**src/rtl/core/lsas_pkg.sv**
```systemverilog
// shared types and constants of the light sensor autoscale smoother
package lsas_pkg;

	localparam int SAMPLE_W  = 10;
	localparam int LEVEL_W   = 7;
	localparam int CFG_IDX_W = 2;
	localparam int CFG_DAT_W = 10;

	// shared divider: quotient always below 2**QUO_W
	localparam int QUO_W = 7;
	localparam int NUM_W = 17;
	localparam int DEN_W = 10;
	localparam int CNT_W = 3;

	localparam logic [SAMPLE_W-1:0] SAMPLE_MAX = 10'd1023;
	localparam logic [LEVEL_W-1:0]  LEVEL_MAX  = 7'd100;
	localparam logic [NUM_W-1:0]    MAP_SCALE  = 17'd100;

	typedef enum logic [1:0] {
		REG_AUTOSCALE   = 2'd0,
		REG_MANUAL_LOW  = 2'd1,
		REG_MANUAL_HIGH = 2'd2
	} cfg_reg_t;

	typedef enum logic [2:0] {
		S_IDLE,
		S_CALC,
		S_MAP,
		S_DIV_MAP,
		S_ACC,
		S_DIV_MEAN,
		S_DONE
	} state_t;

endpackage

```
**src/rtl/core/lsas_if.sv**
```systemverilog
// beat channels of the light sensor autoscale smoother
interface lsas_sample_if;
	logic                          valid;
	logic                          ready;
	logic [lsas_pkg::SAMPLE_W-1:0] sample;
	modport source (output valid, output sample, input ready);
	modport sink (input valid, input sample, output ready);
endinterface

interface lsas_level_if;
	logic                         valid;
	logic                         ready;
	logic [lsas_pkg::LEVEL_W-1:0] level;
	modport source (output valid, output level, input ready);
	modport sink (input valid, input level, output ready);
endinterface

interface lsas_cfg_if;
	logic                           valid;
	logic                           ready;
	logic [lsas_pkg::CFG_IDX_W-1:0] index;
	logic [lsas_pkg::CFG_DAT_W-1:0] data;
	modport source (output valid, output index, output data, input ready);
	modport sink (input valid, input index, input data, output ready);
endinterface

```
**src/rtl/core/light_sensor_autoscale_smoother.sv**
```systemverilog
// autoranging moving-average brightness filter with a shared serial divider
//
// channel   dir  payload               beat
// cfg       in   index[1:0] data[9:0]  valid & ready, ready always high
// samples   in   sample[9:0]           valid & ready, ready only when idle
// levels    out  level[6:0]            valid & ready, held in output register
//
// a new sample runs the shared 7-step restoring divider once for the mapping
// and once for the mean; a repeated sample skips both and reuses the held level
// the next sample is taken while a finished level waits in the output register
// levels back-pressure stalls only the hand-over of the next result
// asynchronous reset clears bounds, history fill count, sum and held level
module light_sensor_autoscale_smoother #(
	parameter int MEAN_DEPTH = 8
) (
	input  logic                 clk,
	input  logic                 arst_n,
	lsas_cfg_if.sink             cfg,
	lsas_sample_if.sink          samples,
	lsas_level_if.source         levels
);

	localparam int SLOT_W = (MEAN_DEPTH > 1) ? $clog2(MEAN_DEPTH) : 1;
	localparam int FILL_W = $clog2(MEAN_DEPTH + 1);
	localparam int SUM_W  = $clog2(100 * MEAN_DEPTH + 1);

	lsas_pkg::state_t state_q, state_d;

	logic                          mode_q;
	logic [lsas_pkg::SAMPLE_W-1:0] man_low_q, man_high_q;

	logic [lsas_pkg::SAMPLE_W-1:0] prev_q, trk_low_q, trk_high_q;
	logic [lsas_pkg::SAMPLE_W-1:0] v_q, lo_q, hi_q;
	logic                          rep_q;

	logic [lsas_pkg::NUM_W-1:0] rem_q, shifted;
	logic [lsas_pkg::DEN_W-1:0] den_q;
	logic [lsas_pkg::QUO_W-1:0] quo_q;
	logic [lsas_pkg::CNT_W-1:0] cnt_q;

	logic [lsas_pkg::LEVEL_W-1:0] mem [MEAN_DEPTH];
	logic [lsas_pkg::LEVEL_W-1:0] rd_q, old_val, mapped;
	logic [SLOT_W-1:0]            slot_q;
	logic [FILL_W-1:0]            fill_q;
	logic [SUM_W-1:0]             sum_q, sum_n;
	logic [lsas_pkg::LEVEL_W-1:0] held_q, level_q;
	logic                         out_valid_q;

	logic in_beat, out_free, mem_we, div_last;

	assign in_beat   = samples.valid && samples.ready;
	assign out_free  = !out_valid_q || levels.ready;
	assign div_last  = (cnt_q == '0);
	assign shifted   = lsas_pkg::NUM_W'(den_q) << cnt_q;
	assign mapped    = lsas_pkg::LEVEL_MAX - quo_q;
	assign old_val   = (fill_q > FILL_W'(slot_q)) ? rd_q : '0;
	assign sum_n     = sum_q - SUM_W'(old_val) + SUM_W'(mapped);

	assign cfg.ready    = 1'b1;
	assign levels.valid = out_valid_q;
	assign levels.level = level_q;

	// configuration registers
	always_ff @(posedge clk or negedge arst_n) begin
		if (!arst_n) begin
			mode_q     <= 1'b1;
			man_low_q  <= '0;
			man_high_q <= lsas_pkg::SAMPLE_MAX;
		end else if (cfg.valid && cfg.ready) begin
			case (cfg.index)
				lsas_pkg::REG_AUTOSCALE:   mode_q     <= cfg.data[0];
				lsas_pkg::REG_MANUAL_LOW:  man_low_q  <= cfg.data;
				lsas_pkg::REG_MANUAL_HIGH: man_high_q <= cfg.data;
				default: ;
			endcase
		end
	end

	always_ff @(posedge clk or negedge arst_n) begin
		if (!arst_n) begin
			state_q <= lsas_pkg::S_IDLE;
		end else begin
			state_q <= state_d;
		end
	end

	always_comb begin
		state_d       = state_q;
		samples.ready = 1'b0;
		mem_we        = 1'b0;
		case (state_q)
			lsas_pkg::S_IDLE: begin
				samples.ready = 1'b1;
				if (samples.valid) begin
					state_d = (samples.sample == prev_q) ? lsas_pkg::S_DONE : lsas_pkg::S_CALC;
				end
			end
			lsas_pkg::S_CALC:     state_d = lsas_pkg::S_MAP;
			lsas_pkg::S_MAP:      state_d = lsas_pkg::S_DIV_MAP;
			lsas_pkg::S_DIV_MAP: begin
				if (div_last) begin
					state_d = lsas_pkg::S_ACC;
				end
			end
			lsas_pkg::S_ACC: begin
				mem_we  = 1'b1;
				state_d = lsas_pkg::S_DIV_MEAN;
			end
			lsas_pkg::S_DIV_MEAN: begin
				if (div_last) begin
					state_d = lsas_pkg::S_DONE;
				end
			end
			lsas_pkg::S_DONE: begin
				if (out_free) begin
					state_d = lsas_pkg::S_IDLE;
				end
			end
			default: state_d = lsas_pkg::S_IDLE;
		endcase
	end

	// filter state
	always_ff @(posedge clk or negedge arst_n) begin
		if (!arst_n) begin
			prev_q      <= '0;
			trk_low_q   <= lsas_pkg::SAMPLE_MAX;
			trk_high_q  <= '0;
			slot_q      <= '0;
			fill_q      <= '0;
			sum_q       <= '0;
			held_q      <= '0;
			out_valid_q <= 1'b0;
		end else begin
			if (in_beat && samples.sample != prev_q) begin
				prev_q <= samples.sample;
			end
			if (state_q == lsas_pkg::S_CALC && mode_q) begin
				if (v_q < trk_low_q) begin
					trk_low_q <= v_q;
				end
				if (v_q > trk_high_q) begin
					trk_high_q <= v_q;
				end
			end
			if (state_q == lsas_pkg::S_ACC) begin
				sum_q  <= sum_n;
				slot_q <= (slot_q == SLOT_W'(MEAN_DEPTH - 1)) ? '0 : slot_q + 1'b1;
				if (fill_q != FILL_W'(MEAN_DEPTH)) begin
					fill_q <= fill_q + 1'b1;
				end
			end
			if (state_q == lsas_pkg::S_DONE && out_free) begin
				out_valid_q <= 1'b1;
				if (!rep_q) begin
					held_q <= quo_q;
				end
			end else if (levels.valid && levels.ready) begin
				out_valid_q <= 1'b0;
			end
		end
	end

	// datapath and shared divider
	always_ff @(posedge clk) begin
		case (state_q)
			lsas_pkg::S_IDLE: begin
				v_q   <= samples.sample;
				rep_q <= (samples.sample == prev_q);
			end
			lsas_pkg::S_CALC: begin
				if (mode_q) begin
					lo_q <= (v_q < trk_low_q) ? v_q : trk_low_q;
					hi_q <= (v_q > trk_high_q) ? v_q : trk_high_q;
				end else begin
					lo_q <= man_low_q;
					hi_q <= man_high_q;
					if (v_q < man_low_q) begin
						v_q <= man_low_q;
					end else if (v_q > man_high_q) begin
						v_q <= man_high_q;
					end
				end
			end
			lsas_pkg::S_MAP: begin
				quo_q <= '0;
				cnt_q <= lsas_pkg::CNT_W'(lsas_pkg::QUO_W - 1);
				if (hi_q > lo_q) begin
					rem_q <= lsas_pkg::NUM_W'(v_q - lo_q) * lsas_pkg::MAP_SCALE;
					den_q <= hi_q - lo_q;
				end else begin
					rem_q <= '0;
					den_q <= lsas_pkg::DEN_W'(1);
				end
			end
			lsas_pkg::S_ACC: begin
				quo_q <= '0;
				cnt_q <= lsas_pkg::CNT_W'(lsas_pkg::QUO_W - 1);
				rem_q <= lsas_pkg::NUM_W'(sum_n);
				den_q <= lsas_pkg::DEN_W'(MEAN_DEPTH);
			end
			lsas_pkg::S_DIV_MAP, lsas_pkg::S_DIV_MEAN: begin
				if (rem_q >= shifted) begin
					rem_q        <= rem_q - shifted;
					quo_q[cnt_q] <= 1'b1;
				end
				cnt_q <= cnt_q - 1'b1;
			end
			lsas_pkg::S_DONE: begin
				if (out_free) begin
					level_q <= rep_q ? held_q : quo_q;
				end
			end
			default: ;
		endcase
	end

	// history ring
	always_ff @(posedge clk) begin
		if (mem_we) begin
			mem[slot_q] <= mapped;
		end
		rd_q <= mem[slot_q];
	end

endmodule

```
**src/flat_wrapper.sv**
```systemverilog
// flat-port wrapper written by rule: the top's interface ports become plain ports
module light_sensor_autoscale_smoother_flat 
#(
	parameter int MEAN_DEPTH = 8
)
  (clk, arst_n, cfg_valid, cfg_index, cfg_data, cfg_ready, samples_valid, samples_sample, samples_ready, levels_valid, levels_level, levels_ready);
  lsas_cfg_if cfg_i ();
  lsas_sample_if samples_i ();
  lsas_level_if levels_i ();
  input  logic clk;
  input  logic arst_n;
  input wire logic [$bits(cfg_i.valid)-1:0] cfg_valid;
  input wire logic [$bits(cfg_i.index)-1:0] cfg_index;
  input wire logic [$bits(cfg_i.data)-1:0] cfg_data;
  output wire logic [$bits(cfg_i.ready)-1:0] cfg_ready;
  input wire logic [$bits(samples_i.valid)-1:0] samples_valid;
  input wire logic [$bits(samples_i.sample)-1:0] samples_sample;
  output wire logic [$bits(samples_i.ready)-1:0] samples_ready;
  output wire logic [$bits(levels_i.valid)-1:0] levels_valid;
  output wire logic [$bits(levels_i.level)-1:0] levels_level;
  input wire logic [$bits(levels_i.ready)-1:0] levels_ready;
  assign cfg_i.valid = cfg_valid;
  assign cfg_i.index = cfg_index;
  assign cfg_i.data = cfg_data;
  assign cfg_ready = cfg_i.ready;
  assign samples_i.valid = samples_valid;
  assign samples_i.sample = samples_sample;
  assign samples_ready = samples_i.ready;
  assign levels_valid = levels_i.valid;
  assign levels_level = levels_i.level;
  assign levels_i.ready = levels_ready;
  light_sensor_autoscale_smoother #(.MEAN_DEPTH(MEAN_DEPTH)) u_core (.clk(clk), .arst_n(arst_n), .cfg(cfg_i), .samples(samples_i), .levels(levels_i));
endmodule
```
**config.mk**
```make
export PLATFORM = sky130hd
export DESIGN_NAME = light_sensor_autoscale_smoother_flat
export DESIGN_NICKNAME = d
export VERILOG_FILES = /design/src/rtl/core/lsas_pkg.sv /design/src/rtl/core/lsas_if.sv /design/src/rtl/core/light_sensor_autoscale_smoother.sv /design/src/flat_wrapper.sv
export SDC_FILE = /design/constraint.sdc
export NUM_CORES = 1
export LEC_CHECK = 0
export BUFFER_PORTS_ARGS = -buffer_cell sky130_fd_sc_hd__buf_2
export CAP_MARGIN = 25
export CORE_MARGIN = 4
export CORE_UTILIZATION = 40
export DETAILED_ROUTE_END_ITERATION = 16
export PLACE_DENSITY = 0.57
export SLEW_MARGIN = 15
export SYNTH_ARGS = -nofsm -noshare
export SYNTH_HDL_FRONTEND = slang
export SYNTH_SLANG_ARGS = --single-unit
export TNS_END_PERCENT = 10
```
**constraint.sdc**
```tcl
create_clock -name clk -period 4.6 [get_ports clk]
set_input_delay 0.92 -clock clk [delete_from_list [all_inputs] [get_ports clk]]
set_output_delay 0.92 -clock clk [all_outputs]
set_load 0.01 [all_outputs]
```
Word level (Yosys, flattened, before mapping)
Memory sizes are Yosys's and may differ from the RTL's. A register that Yosys moved wholly into a read port is not among the register bits.
Cells that the tools add are included.
Widths: inputs -> output; s select.
Cells by class
  $mul: 1
  reductions and logical operators: 27
  shift operators: 1
  magnitude comparators: 9
  bitwise logic cells: 1
  equal/unequal tests: 19
  add/subtract/negate cells: 9
  mux-type cells: 33
Operator list (number)
  $mux 10: 8
  $pmux 17 s3: 1
  $pmux 10 s2: 2
  $mux 17: 2
  $gt 10x10->1: 3
  $mux 7: 3
  $pmux 3 s7: 1
  $lt 10x10->1: 2
  $mux 3: 6
  $ge 17x17->1: 1
  $mul 17x5->15 const B: 1
  $shl 10x3->17: 1
  $sub 17x17->17: 1
  $pmux 7 s2: 1
  $reduce_and 2->1: 7
  $eq 3x3->1 const B: 4
  $sub 10x10->11: 1
  $add 10x7->10: 1
  $eq 10x10->1: 1
  $ne 10x10->1: 1
  $sub 10x10->10: 1
  $sub 10x7->10: 1
  $ne 2x1->1 const B: 4
  $reduce_bool 2->1: 4
  27 further kinds: 42
Storage, ports and cells
  memories: 1
  RAM bits: 56
  output and inout port bits: 10
  bits of input ports: 27
  register bits after elaboration: 154
Memory list
  u_core.mem: words 8, width 7, read ports 1, clocked after Yosys merged registers in 1, write ports 1, RTL line light_sensor_autoscale_smoother.sv:41  | logic [lsas_pkg::LEVEL_W-1:0] mem [MEAN_DEPTH];

Logic depth before layout (Yosys ltp)
Gate-level depths: netlist of the first run.
  depth after elaboration: 7
  gate-level depth with buffers: 22
  depth with buffers taken out: 22

Worst setup path after synthesis of the first run
No wires, ideal clock.
  path type: register to register
  start point: register u_core.v_q[1] (netlist bit)
  end point: register u_core.rem_q[15] (netlist bit), data pin
  path slack: -0.401 ns
  setup time: 0.259 ns
  clock period less this slack: 5.001 ns
  data arrival time: 4.742 ns
  stages on the path, launching flop included: 21
  cell sequence: edfxtp_1 > ha_1 > a21o_1 > a21o_1 > a311oi_1 > nor2_1 > xnor2_1 > inv_1 > ha_1 > ha_1 > inv_1 > fa_1 > inv_1 > ha_1 > and2_1 > a221o_1 > a31o_2 > a21o_1 > a21oi_2 > xnor2_1 > a211o_2
Between the ends
  word-level cells in the longest chain between the ends: 4
RTL lines
  from (decl): RTL line light_sensor_autoscale_smoother.sv:33  | logic [lsas_pkg::SAMPLE_W-1:0] v_q, lo_q, hi_q;
  from (signal assigned): RTL line light_sensor_autoscale_smoother.sv:168  | v_q <= samples.sample;
  from (signal assigned): RTL line light_sensor_autoscale_smoother.sv:179  | v_q <= man_low_q;
  from (signal assigned): RTL line light_sensor_autoscale_smoother.sv:181  | v_q <= man_high_q;
  $sub 10x10->11: RTL line light_sensor_autoscale_smoother.sv:189  | rem_q <= lsas_pkg::NUM_W'(v_q - lo_q) * lsas_pkg::MAP_SCALE;
  $mul 17x5->15: RTL line light_sensor_autoscale_smoother.sv:189
  $mux 17: RTL line light_sensor_autoscale_smoother.sv:188  | if (hi_q > lo_q) begin
  $pmux 17 s3: RTL line light_sensor_autoscale_smoother.sv:166  | case (state_q)
  to (signal assigned): RTL line light_sensor_autoscale_smoother.sv:189
  to (signal assigned): RTL line light_sensor_autoscale_smoother.sv:199  | rem_q <= lsas_pkg::NUM_W'(sum_n);
  to (signal assigned): RTL line light_sensor_autoscale_smoother.sv:204  | rem_q <= rem_q - shifted;
  to (decl): RTL line light_sensor_autoscale_smoother.sv:36  | logic [lsas_pkg::NUM_W-1:0] rem_q, shifted;
No other way between the ends.
A chain may end at the register's enable or synchronous reset.

Worst setup path in the final report of the first run
  start point: register u_core.v_q[0] (netlist bit)
  end point: register u_core.rem_q[15] (netlist bit), data pin
Same word-level chain as after synthesis.

==> metrics.cfg, run 1 <==
[clock_network]
tritoncts = built
cts-htree-levels = 1
cts_made_buffers = 26
clk_path_buf_depth = 3
clk_pin_slew_ps = 60
cts.sinks = 217
cts-root-buf = clkbuf_16
clk_latency_ps = 530

[synthesis]
ys_warn_count = 0
synth_flop_cell = edfxtp_1
synth_cell_types = 77
syn_area_um2 = 13800
syn_avg_cell_area_um2 = 10.8
synth_cells = 1277
syn_nets = 1451
synth_seq_cells = 217
synth-seq-area-share_pct = 44.0
synth_edf_count = 131
async_reset_ff_share_pct = 36.4

[routing]
viasPerCell = 5.20
first_pass_iters = 4
drtIter0Drc = 514
via_count = 9658
drt-wirelength-per-cell_um = 17.1
ant_nets = 0
drc = 0
routed_wl_um = 31800

[setup_path]
cp_top_family = adder cells
worstPathRequired_ps = 4870
cp_max_fo = 2
crit_chain = inv_2 -> ha_4 -> inv_2 -> fa_2 -> a211oi_2 -> o21bai_2 -> buf_4 -> a21oi_4 -> buf_6 -> xnor2_2 -> ha_1 -> ha_4 -> inv_2 -> fa_1 -> inv_2 -> ha_4 -> and2_4 -> a221o_1 -> a31o_2 -> a21o_1 -> a21oi_2 -> xnor2_1 -> a211o_2
path_buf_inv = 6
arrival_ps = 5080
critPathMaxStageDelay_ps = 480
cpMostUsedCell = inv_2
worst_setup_path_end_kind = flop
worstSetupPathType = flop to flop
startpoint_type = flop
cp_slowest_cell = fa_1

[place]
placed_area_um2 = 15000
place_congestion = 0.795
portBuffers = 35
hpwlAfterDp_um = 24100

[sta]
rsz0062_at_grt = yes
fmax_ghz = 0.208
maxSlewHeadroom_pct = 32.6
post-route-period-util_pct = 105
hold-worst-slack_ps = 376
drv_slew = 0
hold_violations = 0
setup_slack_ps = -218
period_minus_slack_ps = 4820
skew_ps = 18.1
setup_tns_ps = -356
tightest_slew_ps = 1010
setup_viol = 2

[finish]
fill_cells = 3124
final_nets = 1566
area_growth_pct = 16.6
insertedDiodeCount = 0
final_cell_area_um2 = 16100
drive_gt1_share_pct = 22.4

[hold_path]
hold_class = input port to asynchronous set/reset pin

[floorplanning]
dieArea_um2 = 37500
core_um2 = 33800
start_util_pct = 40.9
die_x_um = 194
rows = 67
io_pins = 37
die_h_um = 194

[grt]
grt_overflow = 0
grt_usage_pct = 16.5
grt_max_degree = 43
grt_first_pass_wirelength_um = 51000
grt_pass1_vias = 9684
antenna_found_initial = 0

[outcome]
status = complete, but fails checks
violations = setup timing

[run]
drv_cap = 0

## per-stage QoR
stage / instances / setup WS (ps) / util, %
floorplan: 1277 / -198 / -
global placement: 1803 / -299 / 44.5
detailed placement: 1804 / -391 / 44.5
CTS: 1855 / -314 / 47.4
global route: 1859 / -389 / 47.7
finish: 1859 / -218 / 47.7
## worst reg2reg max path, cell delays in order (launching register included)
cell and delay (ps):
edfxtp_1 400, inv_2 100, ha_4 120, inv_2 40
fa_2 350, a211oi_2 220, o21bai_2 130, buf_4 160
a21oi_4 180, buf_6 120, xnor2_2 50, ha_1 330
ha_4 270, inv_2 30, fa_1 480, inv_2 50
ha_4 210, and2_4 130, a221o_1 290, a31o_2 230
a21o_1 160, a21oi_2 120, xnor2_1 80, a211o_2 290
## layout make-up
class | instances | area (um2) | share of cell area, %
tap | 448 | 561 | 3.48
timing repair buffer | 129 | 890 | 5.53
multi-input combinational | 882 | 7240 | 44.9
inverter | 136 | 510 | 3.17
clock buffer | 38 | 747 | 4.64
clock inverter | 9 | 77.6 | 0.482
sequential | 217 | 6080 | 37.8
## cell families after synthesis
| family | share of synthesized area (%) |
|---|---|
| AND/OR/NAND/NOR | 9.82 |
| buffers and inverters | 5.03 |
| other | 0.0272 |
| flip-flops | 44.0 |
| multiplexers | 10.3 |
| adder cells (fa/ha/maj) | 14.4 |
| XOR/XNOR | 4.12 |
| AO/OA/AOI/OAI | 12.3 |
## registers in the layout, summed over array words and instances (netlist names), 4 cells and up
signal               cells
u_core.fill_q            4
u_core.mem              56
u_core.trk_low_q        10
u_core.rd_q              7
u_core.levels.level      7
u_core.rem_q            17
u_core.trk_high_q       10
u_core.hi_q             10
u_core.quo_q             7
u_core.prev_q           10
u_core.held_q            7
u_core.den_q            10
u_core.man_high_q       10
u_core.man_low_q        10
u_core.v_q              10
u_core.lo_q             10
u_core.sum_q            10
## layout by cell type, fill, tap and decap left out, types with 38 or more instances in the layout
cell type  instances
edfxtp_1         131
mux2i_1           47
nor2_1            86
inv_1            125
ha_1             121
xnor2_1           38
dfrtp_1           58
o21ai_0           71
mux2_2            66
buf_4             90
a21oi_1           70
nand2_1           79
## layer usage
| metal | GRT usage, % | share of wire (%) |
|---|---|---|
| met5 | 0 | 0 |
| met4 | 3.72 | 2.3 |
| met3 | 1.63 | 2.4 |
| met2 | 30.4 | 52 |
| met1 | 20.9 | 44 |
## path summary, 6_finish.rpt
kind                                       from                    to  slack (ps)  cells after the start
worst min register to register  u_core.sum_q[0]       u_core.sum_q[0]         480                      2
worst min-delay path                     arst_n       u_core.sum_q[1]         380                      1
max in group asynchronous                arst_n  u_core.man_high_q[8]        3390                      2
worst max register to register    u_core.v_q[0]      u_core.rem_q[15]        -220                     23
worst max-delay path              u_core.v_q[0]      u_core.rem_q[15]        -220                     23
min in group clk                u_core.sum_q[0]       u_core.sum_q[0]         480                      2
## Yosys cell counts, types with 15 or more instances
cell / n / area, um2
dfrtp_1: 58 / 1450
xnor2_1: 44 / 385
o21ai_0: 73 / 365
clkbuf_1: 31 / 116
xor2_1: 21 / 184
a21oi_1: 73 / 365
a21o_1: 23 / 173
edfxtp_1: 131 / 3930
dfstp_2: 21 / 552
inv_1: 134 / 503
nor2b_1: 20 / 125
mux2i_1: 47 / 470
nand3_1: 15 / 75.1
fa_1: 19 / 380
ha_1: 128 / 1600
nand2b_1: 15 / 93.8
mux2_2: 66 / 743
nor2_1: 86 / 323
nand2_1: 80 / 300
## timing repair
action	CTS	global route
buffers inserted	4	3
hold buffers	0	0
endpoints found under the setup margin	5	6
pin swaps	34	21
resized for setup	25	8
Power of run 1 is not shown: default switching activity piles up to over one toggle a cycle in this logic, so the estimate is an artifact.
==> inputs of run 2 (changes only) <==
--- a/config.mk
+++ b/config.mk
@@ -10,7 +10,6 @@
 export CORE_MARGIN = 4
 export CORE_UTILIZATION = 40
 export DETAILED_ROUTE_END_ITERATION = 16
-export PLACE_DENSITY = 0.57
 export SLEW_MARGIN = 15
 export SYNTH_ARGS = -nofsm -noshare
 export SYNTH_HDL_FRONTEND = slang
==> run 2 against run 1 <==
Effect of this change: the flow still finishes with violations (setup timing); clock skew up 1.1 ps; register-to-register slack better by 70 ps; routed wire length down 1.5%; non-clock buffer count down 3; first-iteration DRC count down 1.4%; setup slack better by 66 ps; fmax up 1.4%; sequential share of layout area up 0.088 points; cell count down 0.16%; via count up 0.49%; critical path depth down 3; worst hold slack better by 90 ps; critical path type unchanged; critical endpoint unchanged.
==> metrics.cfg, run 2 (synthesis results as in run 1) <==
[setup_path]
startpoint_type = flop
path_buf_inv = 4
critPathMaxStageDelay_ps = 550
worst_setup_path_end_kind = flop
reg2reg_depth = 20
worstPathRequired_ps = 4890
cp_slowest_cell = or4_4
worstSetupPathType = flop to flop
timing.rr.end = u_core.rem_q[15]
rrSetupSlack_ps = -150
arrival_ps = 5040
crit_chain = inv_2 -> ha_4 -> inv_2 -> fa_2 -> a211oi_2 -> o21bai_2 -> or4_4 -> a31o_2 -> a21oi_4 -> inv_2 -> fa_1 -> inv_2 -> ha_4 -> and2_4 -> a221o_1 -> a31o_2 -> a21o_1 -> a21oi_2 -> xnor2_2 -> a211o_2
r2r_start = u_core.v_q[0]
cpMostUsedCell = inv_2
cp_max_fo = 3
crit_path_start = u_core.v_q[0]
cp_top_family = compound AO/OA/AOI/OAI gates

[run]
drv_cap = 0

[routing]
drtIter0Drc = 507
drt-wirelength-per-cell_um = 16.9
viasPerCell = 5.23
routed_wl_um = 31300
ant_nets = 0
via_count = 9705
drc = 0
first_pass_iters = 5

[clock_network]
tritoncts = built
cts_made_buffers = 26
clk_latency_ps = 540
cts_hold_buf = 0
cts.sinks = 217
cts-root-buf = clkbuf_16
cts-htree-levels = 1
clk_pin_slew_ps = 60
clk_path_buf_depth = 3

[finish]
post-route-util_pct = 47.5
layout.cells.most_common_list = 131 x edfxtp_1, 125 x inv_1, 120 x ha_1, 88 x buf_4, 86 x nor2_1
top_register = u_core.mem
area_growth_pct = 16.3
final_nets = 1563
drive_gt1_share_pct = 21.9
insertedDiodeCount = 0
largest_register_ffs = 56
mostFrequentLayoutCell = edfxtp_1
biggestRegsByFlops = u_core.mem: 56 flops, u_core.rem_q: 17 flops

[place]
place_congestion = 0.801
hpwlAfterDp_um = 23800
portBuffers = 35

[floorplanning]
dieArea_um2 = 37500
io_pins = 37
rows = 67
core_um2 = 33800
start_util_pct = 40.9
die_x_um = 194
die_h_um = 194

[grt]
grt_pass1_vias = 9950
antenna_found_initial = 0
grt_max_degree = 61
grt_overflow = 0
grt_first_pass_wirelength_um = 52100
grt_usage_pct = 16.6

[hold_path]
hold_class = input port to asynchronous set/reset pin

[sta]
maxSlewHeadroom_pct = 31.9
fmax_ghz = 0.210
tightest_slew_ps = 1020
period_minus_slack_ps = 4750
skew_ps = 19.2
post-route-period-util_pct = 103
hold_violations = 0
setup_viol = 2
rsz0062_at_grt = yes
setup_slack_ps = -152
drv_slew = 0

[outcome]
violations = setup timing
status = complete, but fails checks

==> run 2: cell count changes in the layout (fill, tap and decap cells not counted), sizes merged <==
cell,delta
clkbuf,+2
clkinv,-2
buf,-3
==> run 2: worst max-delay path by stage <==
stage | to | slack [ps] | cells past startpoint
after floorplan | u_core.rem_q[16] | -200 | 22
after global placement | u_core.rem_q[16] | -270 | 22
after detailed placement | u_core.rem_q[15] | -330 | 23
after CTS | u_core.rem_q[15] | -280 | 23
after global routing | u_core.rem_q[16] | -380 | 22
final | u_core.rem_q[15] | -150 | 20
==> run 2: timing repair <==
| action | in CTS | in global routing |
|---|---|---|
| endpoints found under the setup margin | 3 | 5 |
| pin swaps | 19 | 29 |
| buffers inserted | 1 | 3 |
| endpoints found under the hold margin | 0 | 0 |
| resized for setup | 14 | 19 |
==> run 2: per-layer routing <==
layer,GRT usage (%),share of wire [%]
met1,20.9,43
met4,4.33,2.7
met2,30.1,51
met5,0,0
met3,2.09,3.4
==> run 2: worst register-to-register path, stage by stage (launching register included) <==
cell	delay [ps]
edfxtp_1	400
inv_2	100
ha_4	120
inv_2	30
fa_2	350
a211oi_2	200
o21bai_2	110
or4_4	550
a31o_2	290
a21oi_4	140
inv_2	80
fa_1	550
inv_2	50
ha_4	210
and2_4	130
a221o_1	290
a31o_2	230
a21o_1	160
a21oi_2	150
xnor2_2	80
a211o_2	290
==> run 2: metrics by stage <==
| stage | setup slack (ps) | instance area [um2] | TNS [ps] | std cells | hold WS [ps] |
|---|---|---|---|---|---|
| after floorplan | -198 | 13800 | -373 | 1277 | 450 |
| after global placement | -272 | 15000 | -528 | 1803 | 468 |
| after detailed placement | -326 | 15000 | -629 | 1804 | 483 |
| after CTS | -279 | 15900 | -554 | 1852 | 495 |
| after global routing | -376 | 16100 | -980 | 1856 | 511 |
| final | -152 | 16100 | -280 | 1856 | 467 |
==> run 2: final cells by class <==
cell class | count | area (um2)
fill | 3116 | 17700
multi-input combinational | 882 | 7250
sequential | 217 | 6080
timing repair buffer | 126 | 863
clock buffer | 40 | 734
tap | 448 | 561
inverter | 136 | 510
clock inverter | 7 | 67.6
Power of run 2 is left out for the same reason.
==> inputs of run 3 (changes only) <==
--- a/config.mk
+++ b/config.mk
@@ -7,9 +7,12 @@
 export LEC_CHECK = 0
 export BUFFER_PORTS_ARGS = -buffer_cell sky130_fd_sc_hd__buf_2
 export CAP_MARGIN = 25
+export CELL_PAD_IN_SITES_DETAIL_PLACEMENT = 0
+export CELL_PAD_IN_SITES_GLOBAL_PLACEMENT = 2
 export CORE_MARGIN = 4
 export CORE_UTILIZATION = 40
 export DETAILED_ROUTE_END_ITERATION = 16
+export PLACE_DENSITY = 0.87
 export SLEW_MARGIN = 15
 export SYNTH_ARGS = -nofsm -noshare
 export SYNTH_HDL_FRONTEND = slang
==> constraint.sdc (replaced) <==
create_clock -name clk -period 6.05 [get_ports clk]
set_input_delay 1.21 -clock clk [delete_from_list [all_inputs] [get_ports clk]]
set_output_delay 1.21 -clock clk [all_outputs]
set_load 0.01 [all_outputs]
==> run 3 against run 2 <==
Effect of this change: the run now ends clean; sequential share of layout area grew 1.7 points; utilization shrank 2.1 points; setup slack gained 840 ps; critical endpoint unchanged; die area is the same; critical path depth is the same; fmax shrank 11%.
==> metrics.cfg, run 3 (synthesis results as in run 1) <==
[outcome]
status = complete, no violations

[sta]
hold_violations = 0
fmax_ghz = 0.186
drv_slew = 0
setup_viol = 0
setup_tns_ps = 0
rsz0062_at_grt = no
skew_ps = 15.4
post-route-period-util_pct = 88.6
maxSlewHeadroom_pct = 31.5
period_minus_slack_ps = 5360
tightest_slew_ps = 1020

[routing]
route.met3.wl_um = 765
topRoutingLayerUsed = met4
drtIter0Drc = 538
ant_nets = 0
met2_length_um = 15400
routed_wl_um = 30300
first_pass_iters = 5
viasPerCell = 5.22
drt-wirelength-per-cell_um = 17.0
wl_met1_um = 13600
via_count = 9313
drc = 0

[finish]
insertedDiodeCount = 0
largest_register_ffs = 56
area_growth_pct = 11.2
final_nets = 1491
drive_gt1_share_pct = 15.6
top_register = u_core.mem
mostFrequentLayoutCell = inv_1
biggestRegsByFlops = u_core.mem: 56 flops, u_core.rem_q: 17 flops
layout.cells.most_common_list = 134 x inv_1, 131 x edfxtp_1, 128 x ha_1, 85 x nor2_1, 80 x nand2_1

[setup_path]
worstPathRequired_ps = 6320
cp_slowest_cell = fa_1
timing.rr.end = u_core.rem_q[15]
worst_setup_path_end_kind = flop
cp_max_fo = 7
cp_top_family = compound AO/OA/AOI/OAI gates
reg2reg_depth = 20
cpMostUsedCell = inv_1
path_buf_inv = 4
critPathMaxStageDelay_ps = 560
r2r_start = u_core.v_q[0]
crit_chain = inv_1 -> ha_1 -> inv_1 -> fa_1 -> a211oi_2 -> o21bai_1 -> or4_1 -> a31o_2 -> a21oi_4 -> inv_1 -> fa_1 -> inv_1 -> ha_1 -> and2_1 -> a221o_1 -> a31o_2 -> a21o_1 -> a21oi_2 -> xnor2_1 -> a211o_2
arrival_ps = 5640
rrSetupSlack_ps = 690
worstSetupPathType = flop to flop
startpoint_type = flop

[grt]
grt_pass1_vias = 9417
antenna_found_initial = 0
grt_first_pass_wirelength_um = 49600
grt_overflow = 0
grt_usage_pct = 15.9
grt_max_degree = 52

[clock_network]
cts-htree-levels = 1
cts_made_buffers = 26
clk_latency_ps = 530
cts.sinks = 217
cts_hold_buf = 0
cts_resized = 0
tritoncts = built
clk_pin_slew_ps = 60
clk_path_buf_depth = 3
cts_setup_buffers = 0
cts-root-buf = clkbuf_16

[place]
portBuffers = 35
place_congestion = 0.817
hpwlAfterDp_um = 22700

[floorplanning]
die_h_um = 194
start_util_pct = 40.9
dieArea_um2 = 37500
io_pins = 37
rows = 67
die_x_um = 194
core_um2 = 33800

[hold_path]
min_to = u_core.sum_q[1]
worstHoldStart = u_core.sum_q[1]
hold_class = flop to flop
hold_depth = 2

[run]
drv_cap = 0

run 3: cell types whose count changed in the layout (fill, tap and decap cells not counted), sizes merged:
| cell | before | now |
|---|---|---|
| clkbuf | 41 | 33 |
| buf | 125 | 54 |
| clkinvlp | 1 | 0 |
| clkinv | 6 | 14 |
| bufinv | 1 | 2 |
run 3: area by class of cell:
class / instances / area [um2]
Clock inverter: 15 / 133
Timing Repair Buffer: 54 / 320
Inverter: 136 / 510
Multi-Input combinational cell: 882 / 7050
Clock buffer: 33 / 708
Fill cell: 3123 / 18400
Sequential cell: 217 / 6080
Tap cell: 448 / 561
run 3: metal layers:
| layer | track usage [%] | up-vias |
|---|---|---|
| met3 | 1.81 | 37 |
| li1 | - | 4659 |
| met4 | 3.02 | 0 |
| met1 | 20.5 | 4503 |
| met5 | 0 | - |
| met2 | 29.0 | 114 |
run 3: worst max path at each step:
stage             startpoint          endpoint  slack [ps]  cells after the start
5_1_grt        u_core.v_q[1]  u_core.rem_q[15]         300                     20
6_report       u_core.v_q[0]  u_core.rem_q[15]         690                     20
2_1_floorplan  u_core.v_q[1]  u_core.rem_q[15]        1050                     20
3_3_place_gp   u_core.v_q[0]  u_core.rem_q[15]         720                     20
3_5_place_dp   u_core.v_q[0]  u_core.rem_q[15]         650                     20
4_1_cts        u_core.v_q[0]  u_core.rem_q[15]         640                     20
run 3: stage by stage:
step                utilization [%]  instances  hold WS [ps]  worst slack [ps]  cell area (um2)
floorplan                         -       1277           450              1050            13800
global placement               42.9       1733           463               716            14500
detailed placement             42.9       1736           471               649            14500
CTS                            45.4       1784           486               639            15300
global route                   45.5       1785           507               300            15400
finish                         45.5       1785           478               687            15400
run 3: tightest hold or removal path, cell delays in order (launching register included):
cell and delay [ps]:
dfrtp_1 340, nand2_1 40, o21ai_0 60
Power of run 3 is left out for the same reason.
